### src/rtl/adr_pkg.sv
// adr_pkg: widths, opcodes, constants and divider handshake types for the
// accelerometer dead reckoning integrator. no dependencies.
package adr_pkg;

    localparam int ACC_W  = 16;   // raw sample
    localparam int ACOR_W = 17;   // offset-corrected sample
    localparam int ASUM_W = 18;   // sum of new and previous corrected samples
    localparam int VEL_W  = 48;
    localparam int POS_W  = 64;
    localparam int TIME_W = 32;
    localparam int DT_W   = 16;   // elapsed time saturates at all ones

    localparam int MAG_W  = VEL_W + 1;   // magnitude of a velocity sum
    localparam int MUL_A_W = 32;
    localparam int MUL_W  = MUL_A_W + DT_W;
    localparam int PROD_W = 64;

    // divide by 2000 = shift by 4, then divide by 125 a byte per cycle
    localparam int DIV_SHIFT = 4;
    localparam int DIV_K     = 125;
    localparam int DIV_REM_W = 7;
    localparam int DIV_DIGIT = 8;
    localparam int DIV_STEPS = PROD_W / DIV_DIGIT;
    localparam int DIV_CNT_W = $clog2(DIV_STEPS);
    localparam int DIV_QW    = 56;   // signed quotient, magnitude below 2^54

    // calibration run length, a power of two
    localparam int CAL_SAMPLES = 128;
    localparam int CAL_SHIFT   = $clog2(CAL_SAMPLES);
    localparam int CAL_SUM_W   = ACC_W + CAL_SHIFT;
    localparam int CAL_CNT_W   = CAL_SHIFT;

    localparam logic [1:0] OP_INTEGRATE = 2'd0;
    localparam logic [1:0] OP_CALIBRATE = 2'd1;
    localparam logic [1:0] OP_CLEAR     = 2'd2;

    typedef struct packed {
        logic              start;
        logic              neg;
        logic [PROD_W-1:0] mag;
    } t_div_req;

    typedef struct packed {
        logic              done;
        logic [DIV_QW-1:0] quo;
    } t_div_rsp;

endpackage

### src/rtl/adr_if.sv
// adr_in_if / adr_out_if: valid-ready channels carrying one sample item and
// one result item. depends on adr_pkg for field widths.
interface adr_in_if import adr_pkg::*; ();
    logic                     valid;
    logic                     ready;
    logic [1:0]               opcode;
    logic [TIME_W-1:0]        time_ms;
    logic signed [ACC_W-1:0]  accel_x;
    logic signed [ACC_W-1:0]  accel_y;
    logic signed [ACC_W-1:0]  accel_z;

    modport source (output valid, opcode, time_ms, accel_x, accel_y, accel_z,
                    input ready);
    modport sink   (input valid, opcode, time_ms, accel_x, accel_y, accel_z,
                    output ready);
endinterface

interface adr_out_if import adr_pkg::*; ();
    logic                     valid;
    logic                     ready;
    logic signed [POS_W-1:0]  pos_x;
    logic signed [POS_W-1:0]  pos_y;
    logic signed [POS_W-1:0]  pos_z;
    logic signed [VEL_W-1:0]  vel_x;
    logic signed [VEL_W-1:0]  vel_y;
    logic signed [VEL_W-1:0]  vel_z;
    logic                     calibration_done;

    modport source (output valid, pos_x, pos_y, pos_z, vel_x, vel_y, vel_z,
                    calibration_done, input ready);
    modport sink   (input valid, pos_x, pos_y, pos_z, vel_x, vel_y, vel_z,
                    calibration_done, output ready);
endinterface

### src/rtl/adr_div.sv
// adr_div: shared floor divider by 2000 for signed values given as sign and
// 64-bit magnitude; eight quotient bits per cycle. depends on adr_pkg.
module adr_div import adr_pkg::*; (
    input  logic     i_clk,
    input  logic     i_rst_n,
    input  t_div_req i_req,
    output t_div_rsp o_rsp
);

    logic                 r_busy;
    logic                 r_fin;
    logic                 r_done;
    logic [DIV_CNT_W-1:0] r_cnt;
    logic [PROD_W-1:0]    r_dvd;
    logic [PROD_W-1:0]    r_quo;
    logic [DIV_REM_W-1:0] r_rem;
    logic                 r_neg;
    logic                 r_sticky;
    logic [DIV_QW-1:0]    r_res;

    logic [DIV_REM_W-1:0] w_rem;
    logic [DIV_DIGIT-1:0] w_q8;
    logic [DIV_REM_W:0]   w_t;
    logic                 w_up;
    logic [DIV_QW-1:0]    w_mag;
    logic [DIV_QW-1:0]    w_res;

    // eight restoring steps on a 7-bit remainder
    always_comb begin
        w_rem = r_rem;
        w_q8  = '0;
        w_t   = '0;
        for (int k = 0; k < DIV_DIGIT; k++) begin
            w_t = {w_rem, r_dvd[PROD_W-1-k]};
            if (w_t >= (DIV_REM_W+1)'(DIV_K)) begin
                w_rem = DIV_REM_W'(w_t - (DIV_REM_W+1)'(DIV_K));
                w_q8[DIV_DIGIT-1-k] = 1'b1;
            end else begin
                w_rem = w_t[DIV_REM_W-1:0];
            end
        end
    end

    // floor for negative values: round the magnitude up on any remainder
    assign w_up  = r_neg && ((r_rem != '0) || r_sticky);
    assign w_mag = {1'b0, r_quo[DIV_QW-2:0]} + {{(DIV_QW-1){1'b0}}, w_up};
    assign w_res = r_neg ? (~w_mag + {{(DIV_QW-1){1'b0}}, 1'b1}) : w_mag;

    always_ff @(posedge i_clk) begin
        if (!i_rst_n) begin
            r_busy <= 1'b0;
            r_fin  <= 1'b0;
            r_done <= 1'b0;
            r_cnt  <= '0;
        end else begin
            r_done <= r_fin;
            r_fin  <= 1'b0;
            if (i_req.start) begin
                r_busy <= 1'b1;
                r_cnt  <= '0;
            end else if (r_busy) begin
                r_cnt <= r_cnt + 1'b1;
                if (r_cnt == DIV_CNT_W'(DIV_STEPS - 1)) begin
                    r_busy <= 1'b0;
                    r_fin  <= 1'b1;
                end
            end
        end
    end

    always_ff @(posedge i_clk) begin
        if (i_req.start) begin
            r_dvd    <= {{DIV_SHIFT{1'b0}}, i_req.mag[PROD_W-1:DIV_SHIFT]};
            r_sticky <= |i_req.mag[DIV_SHIFT-1:0];
            r_neg    <= i_req.neg;
            r_rem    <= '0;
            r_quo    <= '0;
        end else if (r_busy) begin
            r_dvd <= {r_dvd[PROD_W-DIV_DIGIT-1:0], {DIV_DIGIT{1'b0}}};
            r_quo <= {r_quo[PROD_W-DIV_DIGIT-1:0], w_q8};
            r_rem <= w_rem;
        end
        if (r_fin) begin
            r_res <= w_res;
        end
    end

    assign o_rsp.done = r_done;
    assign o_rsp.quo  = r_res;

endmodule

### src/rtl/accel_dead_reckoning_integrator_unit.sv
// accel_dead_reckoning_integrator_unit: top level, sequencer, axis state and
// shared 32x16 multiplier. depends on adr_pkg, adr_if and adr_div.
//
// Three-axis dead reckoning by trapezoidal double integration. One item is
// taken at a time and every item gives exactly one result. For an integrate
// item each axis runs two products through the shared multiplier, the second
// in a low and a high half, and two divisions by 2000 through the shared
// divider, which retires eight quotient bits per cycle (six divisions per
// item); the output register is loaded after the last axis. Calibrate and
// clear items pass through their own state (S_CAL or S_CLR) before the output
// state, and the unused opcode goes straight to it. The input is ready again once the
// result sits in the output register, even if it has not been taken yet.
module accel_dead_reckoning_integrator_unit import adr_pkg::*; (
    input  logic      i_clk,
    input  logic      i_rst_n,
    adr_in_if.sink    i_in,
    adr_out_if.source o_out
);

    typedef enum logic [10:0] {
        S_IDLE  = 11'b00000000001,
        S_CAL   = 11'b00000000010,
        S_CLR   = 11'b00000000100,
        S_APREP = 11'b00000001000,
        S_AMUL  = 11'b00000010000,
        S_ADIV  = 11'b00000100000,
        S_VPREP = 11'b00001000000,
        S_VMLO  = 11'b00010000000,
        S_VMHI  = 11'b00100000000,
        S_PDIV  = 11'b01000000000,
        S_OUT   = 11'b10000000000
    } t_state;

    t_state r_state, n_state;

    // architectural state
    logic [TIME_W-1:0]    r_last_time;
    logic [ACOR_W-1:0]    r_prev[3];
    logic [VEL_W-1:0]     r_vel[3];
    logic [POS_W-1:0]     r_pos[3];
    logic [ACC_W-1:0]     r_off[3];
    logic [CAL_SUM_W-1:0] r_cal_sum[3];
    logic [CAL_CNT_W-1:0] r_cal_cnt;

    // working registers
    logic [ACC_W-1:0]     r_raw[3];
    logic [1:0]           r_ax;
    logic [DT_W-1:0]      r_dt;
    logic [ACOR_W-1:0]    r_a;
    logic [MAG_W-1:0]     r_mag_op;
    logic                 r_neg;
    logic [PROD_W-1:0]    r_prod;
    logic [VEL_W-1:0]     r_vold;
    logic                 r_go;
    logic                 r_done_flag;

    // output register
    logic                 r_out_valid;
    logic [POS_W-1:0]     r_out_pos[3];
    logic [VEL_W-1:0]     r_out_vel[3];
    logic                 r_out_done;

    t_div_req             w_div_req;
    t_div_rsp             w_div_rsp;

    logic                 w_in_xfer;
    logic                 w_out_load;
    logic [TIME_W-1:0]    w_dt_raw;
    logic [ACOR_W-1:0]    w_a;
    logic [ASUM_W-1:0]    w_asum;
    logic [ASUM_W-1:0]    w_amag;
    logic [MAG_W-1:0]     w_vsum;
    logic [MAG_W-1:0]     w_vmag;
    logic [MUL_A_W-1:0]   w_mul_a;
    logic [MUL_W-1:0]     w_mul;
    logic [VEL_W+8:0]     w_vnew_ext;
    logic [VEL_W-1:0]     w_vnew;
    logic [POS_W:0]       w_pnew_ext;
    logic [POS_W-1:0]     w_pnew;
    logic [CAL_SUM_W-1:0] w_cal_sum[3];
    logic                 w_cal_last;

    assign w_in_xfer  = i_in.valid && i_in.ready;
    assign w_out_load = (r_state == S_OUT) && (!r_out_valid || o_out.ready);
    assign i_in.ready = (r_state == S_IDLE);

    assign w_dt_raw = i_in.time_ms - r_last_time;

    // corrected sample and trapezoid sum for the current axis
    assign w_a    = {r_raw[r_ax][ACC_W-1], r_raw[r_ax]} - {r_off[r_ax][ACC_W-1], r_off[r_ax]};
    assign w_asum = {w_a[ACOR_W-1], w_a} + {r_prev[r_ax][ACOR_W-1], r_prev[r_ax]};
    assign w_amag = w_asum[ASUM_W-1] ? (~w_asum + 1'b1) : w_asum;

    assign w_vsum = {r_vel[r_ax][VEL_W-1], r_vel[r_ax]} + {r_vold[VEL_W-1], r_vold};
    assign w_vmag = w_vsum[MAG_W-1] ? (~w_vsum + 1'b1) : w_vsum;

    // shared multiplier: low word of the operand, or its high part
    assign w_mul_a = (r_state == S_VMHI)
                   ? {{(2*MUL_A_W-MAG_W){1'b0}}, r_mag_op[MAG_W-1:MUL_A_W]}
                   : r_mag_op[MUL_A_W-1:0];
    assign w_mul   = w_mul_a * r_dt;

    // saturating velocity and position updates
    assign w_vnew_ext = {{9{r_vel[r_ax][VEL_W-1]}}, r_vel[r_ax]}
                      + {w_div_rsp.quo[DIV_QW-1], w_div_rsp.quo};
    always_comb begin
        if (w_vnew_ext[VEL_W+8:VEL_W-1] == '0
                || w_vnew_ext[VEL_W+8:VEL_W-1] == '1) begin
            w_vnew = w_vnew_ext[VEL_W-1:0];
        end else begin
            w_vnew = {w_vnew_ext[VEL_W+8], {(VEL_W-1){~w_vnew_ext[VEL_W+8]}}};
        end
    end

    assign w_pnew_ext = {r_pos[r_ax][POS_W-1], r_pos[r_ax]}
                      + {{(POS_W+1-DIV_QW){w_div_rsp.quo[DIV_QW-1]}}, w_div_rsp.quo};
    always_comb begin
        if (w_pnew_ext[POS_W] == w_pnew_ext[POS_W-1]) begin
            w_pnew = w_pnew_ext[POS_W-1:0];
        end else begin
            w_pnew = {w_pnew_ext[POS_W], {(POS_W-1){~w_pnew_ext[POS_W]}}};
        end
    end

    always_comb begin
        for (int k = 0; k < 3; k++) begin
            w_cal_sum[k] = r_cal_sum[k]
                         + {{CAL_SHIFT{r_raw[k][ACC_W-1]}}, r_raw[k]};
        end
    end
    assign w_cal_last = (r_cal_cnt == CAL_CNT_W'(CAL_SAMPLES - 1));

    assign w_div_req.start = r_go;
    assign w_div_req.neg   = r_neg;
    assign w_div_req.mag   = r_prod;

    adr_div u_div (
        .i_clk   (i_clk),
        .i_rst_n (i_rst_n),
        .i_req   (w_div_req),
        .o_rsp   (w_div_rsp)
    );

    always_comb begin
        n_state = r_state;
        unique case (r_state)
            S_IDLE: begin
                if (w_in_xfer) begin
                    priority case (i_in.opcode)
                        OP_INTEGRATE: n_state = S_APREP;
                        OP_CALIBRATE: n_state = S_CAL;
                        OP_CLEAR:     n_state = S_CLR;
                        default:      n_state = S_OUT;
                    endcase
                end
            end
            S_CAL:   n_state = S_OUT;
            S_CLR:   n_state = S_OUT;
            S_APREP: n_state = S_AMUL;
            S_AMUL:  n_state = S_ADIV;
            S_ADIV:  if (w_div_rsp.done) n_state = S_VPREP;
            S_VPREP: n_state = S_VMLO;
            S_VMLO:  n_state = S_VMHI;
            S_VMHI:  n_state = S_PDIV;
            S_PDIV: begin
                if (w_div_rsp.done) begin
                    n_state = (r_ax == 2'd2) ? S_OUT : S_APREP;
                end
            end
            S_OUT:   if (w_out_load) n_state = S_IDLE;
            default: n_state = S_IDLE;
        endcase
    end

    // control and architectural state
    always_ff @(posedge i_clk) begin
        if (!i_rst_n) begin
            r_state     <= S_IDLE;
            r_go        <= 1'b0;
            r_out_valid <= 1'b0;
            r_last_time <= '0;
            r_cal_cnt   <= '0;
            for (int k = 0; k < 3; k++) begin
                r_prev[k]    <= '0;
                r_vel[k]     <= '0;
                r_pos[k]     <= '0;
                r_off[k]     <= '0;
                r_cal_sum[k] <= '0;
            end
        end else begin
            r_state <= n_state;
            r_go    <= (r_state == S_AMUL) || (r_state == S_VMHI);

            if (w_out_load) begin
                r_out_valid <= 1'b1;
            end else if (o_out.ready) begin
                r_out_valid <= 1'b0;
            end

            if (w_in_xfer && i_in.opcode == OP_INTEGRATE) begin
                r_last_time <= i_in.time_ms;
            end

            unique case (r_state)
                S_CAL: begin
                    if (w_cal_last) begin
                        r_cal_cnt <= '0;
                        for (int k = 0; k < 3; k++) begin
                            r_off[k]     <= w_cal_sum[k][CAL_SUM_W-1:CAL_SHIFT];
                            r_cal_sum[k] <= '0;
                        end
                    end else begin
                        r_cal_cnt <= r_cal_cnt + 1'b1;
                        for (int k = 0; k < 3; k++) begin
                            r_cal_sum[k] <= w_cal_sum[k];
                        end
                    end
                end
                S_CLR: begin
                    r_last_time <= '0;
                    r_cal_cnt   <= '0;
                    for (int k = 0; k < 3; k++) begin
                        r_prev[k]    <= '0;
                        r_vel[k]     <= '0;
                        r_pos[k]     <= '0;
                        r_off[k]     <= '0;
                        r_cal_sum[k] <= '0;
                    end
                end
                S_ADIV: begin
                    if (w_div_rsp.done) begin
                        r_vel[r_ax]  <= w_vnew;
                        r_prev[r_ax] <= r_a;
                    end
                end
                S_PDIV: begin
                    if (w_div_rsp.done) begin
                        r_pos[r_ax] <= w_pnew;
                    end
                end
                default: begin
                end
            endcase
        end
    end

    // datapath registers
    always_ff @(posedge i_clk) begin
        if (w_in_xfer) begin
            r_raw[0]    <= i_in.accel_x;
            r_raw[1]    <= i_in.accel_y;
            r_raw[2]    <= i_in.accel_z;
            r_ax        <= 2'd0;
            r_done_flag <= 1'b0;
            r_dt        <= (|w_dt_raw[TIME_W-1:DT_W]) ? '1 : w_dt_raw[DT_W-1:0];
        end

        unique case (r_state)
            S_CAL: begin
                r_done_flag <= w_cal_last;
            end
            S_APREP: begin
                r_a      <= w_a;
                r_neg    <= w_asum[ASUM_W-1];
                r_mag_op <= {{(MAG_W-ASUM_W){1'b0}}, w_amag};
            end
            S_AMUL: begin
                // the 2^16 velocity scale goes in ahead of the division
                r_prod <= {w_mul, {(PROD_W-MUL_W){1'b0}}};
            end
            S_ADIV: begin
                if (w_div_rsp.done) begin
                    r_vold <= r_vel[r_ax];
                end
            end
            S_VPREP: begin
                r_neg    <= w_vsum[MAG_W-1];
                r_mag_op <= w_vmag;
            end
            S_VMLO: begin
                r_prod <= {{(PROD_W-MUL_W){1'b0}}, w_mul};
            end
            S_VMHI: begin
                r_prod <= r_prod + {w_mul[PROD_W-MUL_A_W-1:0], {MUL_A_W{1'b0}}};
            end
            S_PDIV: begin
                if (w_div_rsp.done) begin
                    r_ax <= r_ax + 1'b1;
                end
            end
            default: begin
            end
        endcase

        if (w_out_load) begin
            for (int k = 0; k < 3; k++) begin
                r_out_pos[k] <= r_pos[k];
                r_out_vel[k] <= r_vel[k];
            end
            r_out_done <= r_done_flag;
        end
    end

    assign o_out.valid            = r_out_valid;
    assign o_out.pos_x            = r_out_pos[0];
    assign o_out.pos_y            = r_out_pos[1];
    assign o_out.pos_z            = r_out_pos[2];
    assign o_out.vel_x            = r_out_vel[0];
    assign o_out.vel_y            = r_out_vel[1];
    assign o_out.vel_z            = r_out_vel[2];
    assign o_out.calibration_done = r_out_done;

endmodule

### src/flat_wrapper.sv
// flat-port wrapper written by rule: the top's interface ports become plain ports
module accel_dead_reckoning_integrator_unit_flat import adr_pkg::*;
  (i_clk, i_rst_n, i_in_valid, i_in_opcode, i_in_time_ms, i_in_accel_x, i_in_accel_y, i_in_accel_z, i_in_ready, o_out_valid, o_out_pos_x, o_out_pos_y, o_out_pos_z, o_out_vel_x, o_out_vel_y, o_out_vel_z, o_out_calibration_done, o_out_ready);
  adr_in_if i_in_i ();
  adr_out_if o_out_i ();
  input  logic i_clk;
  input  logic i_rst_n;
  input wire logic [$bits(i_in_i.valid)-1:0] i_in_valid;
  input wire logic [$bits(i_in_i.opcode)-1:0] i_in_opcode;
  input wire logic [$bits(i_in_i.time_ms)-1:0] i_in_time_ms;
  input wire logic [$bits(i_in_i.accel_x)-1:0] i_in_accel_x;
  input wire logic [$bits(i_in_i.accel_y)-1:0] i_in_accel_y;
  input wire logic [$bits(i_in_i.accel_z)-1:0] i_in_accel_z;
  output wire logic [$bits(i_in_i.ready)-1:0] i_in_ready;
  output wire logic [$bits(o_out_i.valid)-1:0] o_out_valid;
  output wire logic [$bits(o_out_i.pos_x)-1:0] o_out_pos_x;
  output wire logic [$bits(o_out_i.pos_y)-1:0] o_out_pos_y;
  output wire logic [$bits(o_out_i.pos_z)-1:0] o_out_pos_z;
  output wire logic [$bits(o_out_i.vel_x)-1:0] o_out_vel_x;
  output wire logic [$bits(o_out_i.vel_y)-1:0] o_out_vel_y;
  output wire logic [$bits(o_out_i.vel_z)-1:0] o_out_vel_z;
  output wire logic [$bits(o_out_i.calibration_done)-1:0] o_out_calibration_done;
  input wire logic [$bits(o_out_i.ready)-1:0] o_out_ready;
  assign i_in_i.valid = i_in_valid;
  assign i_in_i.opcode = i_in_opcode;
  assign i_in_i.time_ms = i_in_time_ms;
  assign i_in_i.accel_x = i_in_accel_x;
  assign i_in_i.accel_y = i_in_accel_y;
  assign i_in_i.accel_z = i_in_accel_z;
  assign i_in_ready = i_in_i.ready;
  assign o_out_valid = o_out_i.valid;
  assign o_out_pos_x = o_out_i.pos_x;
  assign o_out_pos_y = o_out_i.pos_y;
  assign o_out_pos_z = o_out_i.pos_z;
  assign o_out_vel_x = o_out_i.vel_x;
  assign o_out_vel_y = o_out_i.vel_y;
  assign o_out_vel_z = o_out_i.vel_z;
  assign o_out_calibration_done = o_out_i.calibration_done;
  assign o_out_i.ready = o_out_ready;
  accel_dead_reckoning_integrator_unit u_core (.i_clk(i_clk), .i_rst_n(i_rst_n), .i_in(i_in_i), .o_out(o_out_i));
endmodule
### config.mk
export PLATFORM = sky130hd
export DESIGN_NAME = accel_dead_reckoning_integrator_unit_flat
export DESIGN_NICKNAME = d
export VERILOG_FILES = /design/src/rtl/adr_pkg.sv /design/src/rtl/adr_if.sv /design/src/rtl/adr_div.sv /design/src/rtl/accel_dead_reckoning_integrator_unit.sv /design/src/flat_wrapper.sv
export SDC_FILE = /design/constraint.sdc
export NUM_CORES = 2
export LEC_CHECK = 0
export ABC_AREA = 1
export BUFFER_PORTS_ARGS = -buffer_cell sky130_fd_sc_hd__buf_2
export CORE_MARGIN = 2
export CORE_UTILIZATION = 24
export CTS_BUF_LIST = sky130_fd_sc_hd__clkbuf_4 sky130_fd_sc_hd__clkbuf_8
export DETAILED_ROUTE_END_ITERATION = 8
export PLACE_DENSITY = 0.36
export REMOVE_ABC_BUFFERS = 1
export SYNTH_ARGS = -nofsm -noshare
export SYNTH_HDL_FRONTEND = slang
export SYNTH_HIERARCHICAL = 1
export SYNTH_SLANG_ARGS = --single-unit
export TNS_END_PERCENT = 20
### constraint.sdc
create_clock -name i_clk -period 16.55 [get_ports i_clk]
set_input_delay 0.8275 -clock i_clk [delete_from_list [all_inputs] [get_ports i_clk]]
set_output_delay 0.8275 -clock i_clk [all_outputs]
set_load 0.01 [all_outputs]
Word-level counts from Yosys, hierarchy flattened
Memory sizes are Yosys's and may differ from the RTL's. A register that Yosys moved wholly into a read port is not among the register bits.
Index checks and enable logic that the tools add are counted.
Widths: inputs -> output; s select.
{"block": "word_totals", "ff_bits": 441, "ram_bits": 888, "output_inout_bits": 339, "elab_cells": 252, "n_memories": 8}
{"block": "op_classes", "addsub": 25, "multipliers": 1, "n_lt_le_gt_ge": 8, "n_eq_ne": 22, "n_mux": 103, "n_bitwise": 31, "reduce_logical": 29}
{"name": "u_core.r_out_pos", "words": 3, "width": 64, "read_ports": 3, "rd_ports_with_merged_regs": 0, "wr": 3, "line": "accel_dead_reckoning_integrator_unit.sv:59", "text": "logic [POS_W-1:0] r_out_pos[3];"}
{"name": "u_core.r_pos", "words": 3, "width": 64, "read_ports": 4, "rd_ports_with_merged_regs": 1, "wr": 3, "line": "accel_dead_reckoning_integrator_unit.sv:40", "text": "logic [POS_W-1:0] r_pos[3];"}
{"name": "u_core.r_out_vel", "words": 3, "width": 48, "read_ports": 3, "rd_ports_with_merged_regs": 0, "wr": 3, "line": "accel_dead_reckoning_integrator_unit.sv:60", "text": "logic [VEL_W-1:0] r_out_vel[3];"}
{"name": "u_core.r_vel", "words": 3, "width": 48, "read_ports": 4, "rd_ports_with_merged_regs": 1, "wr": 3, "line": "accel_dead_reckoning_integrator_unit.sv:39", "text": "logic [VEL_W-1:0] r_vel[3];"}
{"name": "u_core.r_cal_sum", "words": 3, "width": 23, "read_ports": 3, "rd_ports_with_merged_regs": 0, "wr": 3, "line": "accel_dead_reckoning_integrator_unit.sv:42", "text": "logic [CAL_SUM_W-1:0] r_cal_sum[3];"}
{"name": "u_core.r_prev", "words": 3, "width": 17, "read_ports": 1, "rd_ports_with_merged_regs": 1, "wr": 3, "line": "accel_dead_reckoning_integrator_unit.sv:38", "text": "logic [ACOR_W-1:0] r_prev[3];"}
{"name": "2 more memories"}
{"operator": "$mux 64", "count": 5}
{"operator": "$mux 48", "count": 5}
{"operator": "$mux 23", "count": 9}
{"operator": "$pmux 64 s3", "count": 1}
{"operator": "$mux 60", "count": 2}
{"operator": "$pmux 11 s10", "count": 1}
{"operator": "$pmux 49 s2", "count": 1}
{"operator": "$mux 16", "count": 6}
{"operator": "$add 23x23->23", "count": 3}
{"operator": "$mux 17", "count": 4}
{"operator": "$add 64x56->65", "count": 1}
{"operator": "$add 64x64->64", "count": 1}
{"operator": "$ge 8x7->1 const B", "count": 8}
{"operator": "$reduce_or 64->1", "count": 1}
{"operator": "$mux 7", "count": 9}
{"operator": "$add 48x56->57", "count": 1}
{"operator": "$add 55x1->56", "count": 1}
{"operator": "$add 56x1->56 const B", "count": 1}
{"operator": "$mux 56", "count": 1}
{"operator": "$not 56->56", "count": 1}
{"operator": "$sub 7x7->7 const B", "count": 8}
{"operator": "$mux 11", "count": 5}
{"operator": "$add 48x48->49", "count": 1}
{"operator": "$add 49x1->49 const B", "count": 1}
{"operator": "other kinds (55)", "count": 142}

Depth between registers and ports, before layout
{"block": "logic_depth", "word_depth": 16, "ltp_mapped": 71, "ltp_nobuf": 69}

Hierarchy
The synthesis kept the hierarchy.
{"mod": "accel_dead_reckoning_integrator_unit", "instances": 1, "cells_each": 9807, "area_each_um2": 86115.1, "seq_area_each_um2": 37536.0}
{"mod": "adr_div", "instances": 1, "cells_each": 1457, "area_each_um2": 11328.4, "seq_area_each_um2": 4984.8}

Worst setup path after synthesis
Ideal clock, no wire load.
{"block": "synth_timing", "path_type": "register to register", "from": "register u_core.r_state[6]", "to": "register u_core.r_out_done (netlist: u_core/o_out.calibration_done), enable pin", "arrival_ps": 14837, "required_time_ps": 15507, "path_slack_ps": 670, "path_stages_with_launch": 8, "n_path_buf": 0, "synth_period_minus_slack_ps": 15880, "path_cell_list": "dfxtp_1 > nor2_1 > inv_1 > nor2_1 > inv_1 > nor2_1 > nand3_1 > nor2_1"}
{"block": "synth_via", "elab_chain_cells": 2}
{"item": "start: declaration", "line": "accel_dead_reckoning_integrator_unit.sv:34", "text": "t_state r_state, n_state;"}
{"item": "start signal: assignment", "line": "accel_dead_reckoning_integrator_unit.sv:191", "text": "r_state <= n_state;"}
{"item": "$eq 11x11->1", "line": "accel_dead_reckoning_integrator_unit.sv:84", "text": "assign w_out_load = (r_state == S_OUT) && (!r_out_valid || o_out.ready);"}
{"item": "$logic_and 1x1->1", "line": "accel_dead_reckoning_integrator_unit.sv:84"}
{"item": "net u_core.w_out_load", "line": "accel_dead_reckoning_integrator_unit.sv:67", "text": "logic w_out_load;"}
{"item": "end signal: assignment", "line": "accel_dead_reckoning_integrator_unit.sv:300", "text": "r_out_done <= r_done_flag;"}
{"item": "end: declaration", "line": "accel_dead_reckoning_integrator_unit.sv:61", "text": "logic r_out_done;"}
The timed path passes the listed nets, and every way through them passes these cells.
A chain may end at the register's enable or synchronous reset.

Worst setup path after layout
{"block": "layout_timing", "from": "register u_core.r_state[0]", "to": "register u_core.r_prod[62], data pin"}
{"block": "layout_via", "elab_chain_cells": 5, "elab_cells_between_ends": 7, "classes_between": "add/sub (1); mul (1); eq/ne (3); mux (2)"}
{"item": "$eq 11x9->1", "line": "accel_dead_reckoning_integrator_unit.sv:98, accel_dead_reckoning_integrator_unit.sv:258"}
{"item": "$mux 32", "line": "accel_dead_reckoning_integrator_unit.sv:99", "text": "? {{(2*MUL_A_W-MAG_W){1'b0}}, r_mag_op[MAG_W-1:MUL_A_W]}"}
{"item": "$mul 32x16->48", "line": "accel_dead_reckoning_integrator_unit.sv:101", "text": "assign w_mul = w_mul_a * r_dt;"}
{"item": "$add 64x64->64", "line": "accel_dead_reckoning_integrator_unit.sv:284", "text": "r_prod <= r_prod + {w_mul[PROD_W-MUL_A_W-1:0], {MUL_A_W{1'b0}}};"}
{"item": "$pmux 64 s3 *", "line": "accel_dead_reckoning_integrator_unit.sv:258", "text": "unique case (r_state)"}
{"item": "end signal: assignment", "line": "accel_dead_reckoning_integrator_unit.sv:269", "text": "r_prod <= {w_mul, {(PROD_W-MUL_W){1'b0}}};"}
{"item": "end signal: assignment", "line": "accel_dead_reckoning_integrator_unit.sv:281", "text": "r_prod <= {{(PROD_W-MUL_W){1'b0}}, w_mul};"}
{"item": "end signal: assignment", "line": "accel_dead_reckoning_integrator_unit.sv:284"}
{"item": "end: declaration", "line": "accel_dead_reckoning_integrator_unit.sv:52", "text": "logic [PROD_W-1:0] r_prod;"}
Mark *: on every way between the ends. The rest lies on a longest branch, timed or not.

==> metrics list <==
- Setup repair after global routing left no endpoint under its margin.
- The worst pin sits at a relative slew slack of 21.2%.
* Clock slew at the register clock pins of the worst setup and hold paths: 0.06 ns
- The tree is rooted in a sky130_fd_sc_hd__clkbuf_8.
- Clock latency on the worst-skew pair, taken at its later pin, is about 1.1 ns.
- Via total after detailed routing: 80,800
- Crit end category: register
- For the pin with the worst max-slew slack, the measured transition is 1.17 ns.
- Synthesis handed over a netlist of 11,300 instances.
* # clock sinks: between 1,000 and 1,500
* Number of max-capacitance violations reported: 0
- Buffers placed on the I/O ports in this run total 424.
- The area growth from synthesis to layout is 15.2%.
* Cells resized by post-CTS repair: 0
- Routability-driven placement finished with a final weighted congestion of 0.892.
- Minimum clock period: 10.08 ns
* Clk buf depth: 4
- Post-route setup TNS: 0 ns
- The number of hold violations in the final report is 0.
- Buffer count from post-CTS setup fixing: 0
- Hold crit path type: input pin to register
* Number of fillers in the final layout: 43,700
- In this design, the stage delay of the slowest critical-path cell is between 0.9 and 1 ns.
* Number of warnings reported in the yosys synthesis log: 6
- After clock tree synthesis, the flow added hold-fix buffers numbering ~70.
- After detailed routing, the average wire length per cell comes to approximately 22 um.
* Horizontal die dimension: about 640 um
- Height of the chip: 641 um
- The pre-antenna-repair detailed-routing pass consisted of 6 iterations.
* Startpoint kind of the worst setup timing path: register
- Number of buffers created by CTS: 295
- Most common flop cell mapped by yosys: sky130_fd_sc_hd__edfxtp_1
- The floorplan has 233 rows.
* Final Max Tran Viols: 0
- Proportion of layout cells with a drive suffix above 1: 9.91%
- Clock tree from TritonCTS: yes
- The synthesized netlist contains 65 unique library cells.
* Layout Cells excl Fill: 17,400
- Starting Density: 24.2%
* CP max FO: 28
* Commonest non-fill, non-tap cell in the layout: sky130_fd_sc_hd__nand2_1
* Post-Syn Area per Cell: about 8.7 um^2
- FF-to-FF path depth: 34
- Post-synth EDFFs: ~1,300
- The worst setup path is of the register to register kind.
- The most numerous cell type found on the critical path is sky130_fd_sc_hd__inv_1.
- Cell at the slowest stage of the critical path: sky130_fd_sc_hd__o21ai_1
- Setup Skew: 0.0967 ns
- Arrival time reported for the critical path endpoint: 10.85 ns
- The H-tree was split into 5 levels.
* Number of antenna violations at the first check in global routing: 14
- Total standard cell area after synthesis: 97,400 um^2
- Hold path start: i_in_time_ms[8]
- # setup viols final: 0
* Count of antenna-violating nets left after detailed routing: 0
- The top cell types in the final layout, fill and taps aside, are sky130_fd_sc_hd__nand2_1 (2,537), sky130_fd_sc_hd__inv_1 (1,490), sky130_fd_sc_hd__nor2_1 (1,339).
* Worst reg2reg endpoint: u_core/r_prod[62]
- Timing would allow up to roughly 99 MHz.
- In this run the register-to-register setup slack is roughly 6.5 ns.
- The flow ran to the end, and the final reports show no timing, DRC or antenna violations.
- Entering global routing, the biggest net connects 163 pins.
- Reg-to-reg startpoint: u_core/r_state[0]
- Gr usage total: between 10% and 20%
- The via count of the first global-routing pass was 80,600.
- For this run, the register share of the synthesized area comes to 43.6%.
* Worst EP required: about 17 ns
- The floorplan step defined a die boundary enclosing 411,000 um^2.
- Hold EP: u_core/r_last_time[8]
- Routed via count divided by cell count: 4.63
* DRC violation count after routing: 0
- Ports: 425
* Area of the core: approximately 400,000 um^2
- For this block, the routed nets add up to between 300,000 and 400,000 um of wire.
- Global-route wire length before repair: 555,000 um
* Post-synthesis async set-or-reset flop share: 0%
* Post-Place Cells: 16,800
- Global routing finished with a remaining overflow of 0.
- After legalization and detailed placement, the total HPWL measured 293,000 um.
- The worst path uses 60.9% of the clock period.
- #FFs+latches synth: between 1,000 and 1,500
- After the last flow step, the layout net total stands at 12,800.
- The worst hold path passes through 3 cells.
* DR iter-0 viols: 6,243
-- state kept, by name, summed over array words and instances (netlist names), 49 cells and up --
signal              count
u_core/r_out_pos      192
u_core/r_prod          64
u_core/r_mag_op        49
u_core/u_div/r_res     56
u_core/r_pos          256
u_core/u_div/r_dvd     64
u_core/r_out_vel      144
u_core/u_div/r_quo     55
u_core/r_cal_sum       69
u_core/r_vel          192
u_core/r_prev          68
-- synthesized netlist by cell type, types with 126 or more instances --
cell,n,area [um^2]
sky130_fd_sc_hd__nand2_1,2553,9580
sky130_fd_sc_hd__nor2_1,1347,5060
sky130_fd_sc_hd__xor2_1,232,2030
sky130_fd_sc_hd__a21oi_1,838,4190
sky130_fd_sc_hd__o22ai_1,189,1180
sky130_fd_sc_hd__o21ai_0,635,3180
sky130_fd_sc_hd__edfxtp_1,1332,40000
sky130_fd_sc_hd__clkbuf_1,279,1050
sky130_fd_sc_hd__ha_1,475,5940
sky130_fd_sc_hd__inv_1,1493,5600
sky130_fd_sc_hd__xnor2_1,144,1260
sky130_fd_sc_hd__dfxtp_1,126,2520
sky130_fd_sc_hd__nand3_1,406,2030
sky130_fd_sc_hd__fa_1,428,8570
-- routing by layer --
layer | GRT usage [%] | vias to the layer above | wire [um] | share of wire [%]
met5 | 0 | - | 13 | 0.0034
li1 | - | 38400 | - | -
met3 | 2.09 | 351 | 17800 | 4.6
met2 | 30.9 | 2059 | 185000 | 48
met1 | 24.7 | 40000 | 174000 | 45
met4 | 4.07 | 2 | 7650 | 2.0
-- critical path, delay by kind of cell, from the launching register on --
family | cells | cell delay (ns)
adders and majority gates | 8 | 3.92
buffers and inverters | 9 | 1.12
xor gates and xnor gates | 1 | 0.26
AOI/OAI and AO/OA | 7 | 2.67
DFF | 1 | 0.33
and+or+nand+nor | 9 | 1.49
-- layout make-up --
type	count	area, um^2	area share [%]
sequential	1458	42500	37.9
timing repair buffer	594	3600	3.21
tap	5405	6760	6.02
clock inverter	124	862	0.768
clock buffer	393	4880	4.35
antenna	9	22.5	0.0201
multi-input combinational	7917	47800	42.6
inverter	1531	5770	5.14
-- stage by stage --
step           setup WS, ns  cell area, um^2  hold slack, ns  utilization, %
4_1_cts                6.44           112000        0.000214            27.8
2_1_floorplan         0.466            95900           0.400               -
5_1_grt                5.65           112000           0.111            27.8
3_3_place_gp           6.39           106000           0.403            26.2
6_report               6.47           112000           0.142            27.8
3_5_place_dp           6.49           106000           0.406            26.2
-- logic make-up after synthesis --
group / synth area share (%)
adder cells (fa/ha/maj): 14.9
flip-flops: 43.6
AO/OA/AOI/OAI: 10.9
buffers and inverters: 7.45
AND/OR/NAND/NOR: 19.7
XOR/XNOR: 3.40
-- how the worst max path moves through the flow --
stage | from | cells past startpoint | slack [ns] | endpoint
global placement | u_core/r_state[6] | 39 | 6.39 | u_core/r_prod[63]
floorplan | u_core/r_ax[0] | 19 | 0.47 | u_core/r_vel[0][0]
finish | u_core/r_state[0] | 34 | 6.47 | u_core/r_prod[62]
detailed placement | u_core/r_state[2] | 37 | 6.49 | u_core/r_prod[62]
global route | u_core/r_state[0] | 35 | 5.65 | u_core/r_prod[62]
CTS | u_core/r_state[2] | 37 | 6.44 | u_core/r_prod[62]
Power is left out: the tool's default activity adds up to more than one toggle a clock period on the data nets, which glitch-free logic cannot reach.
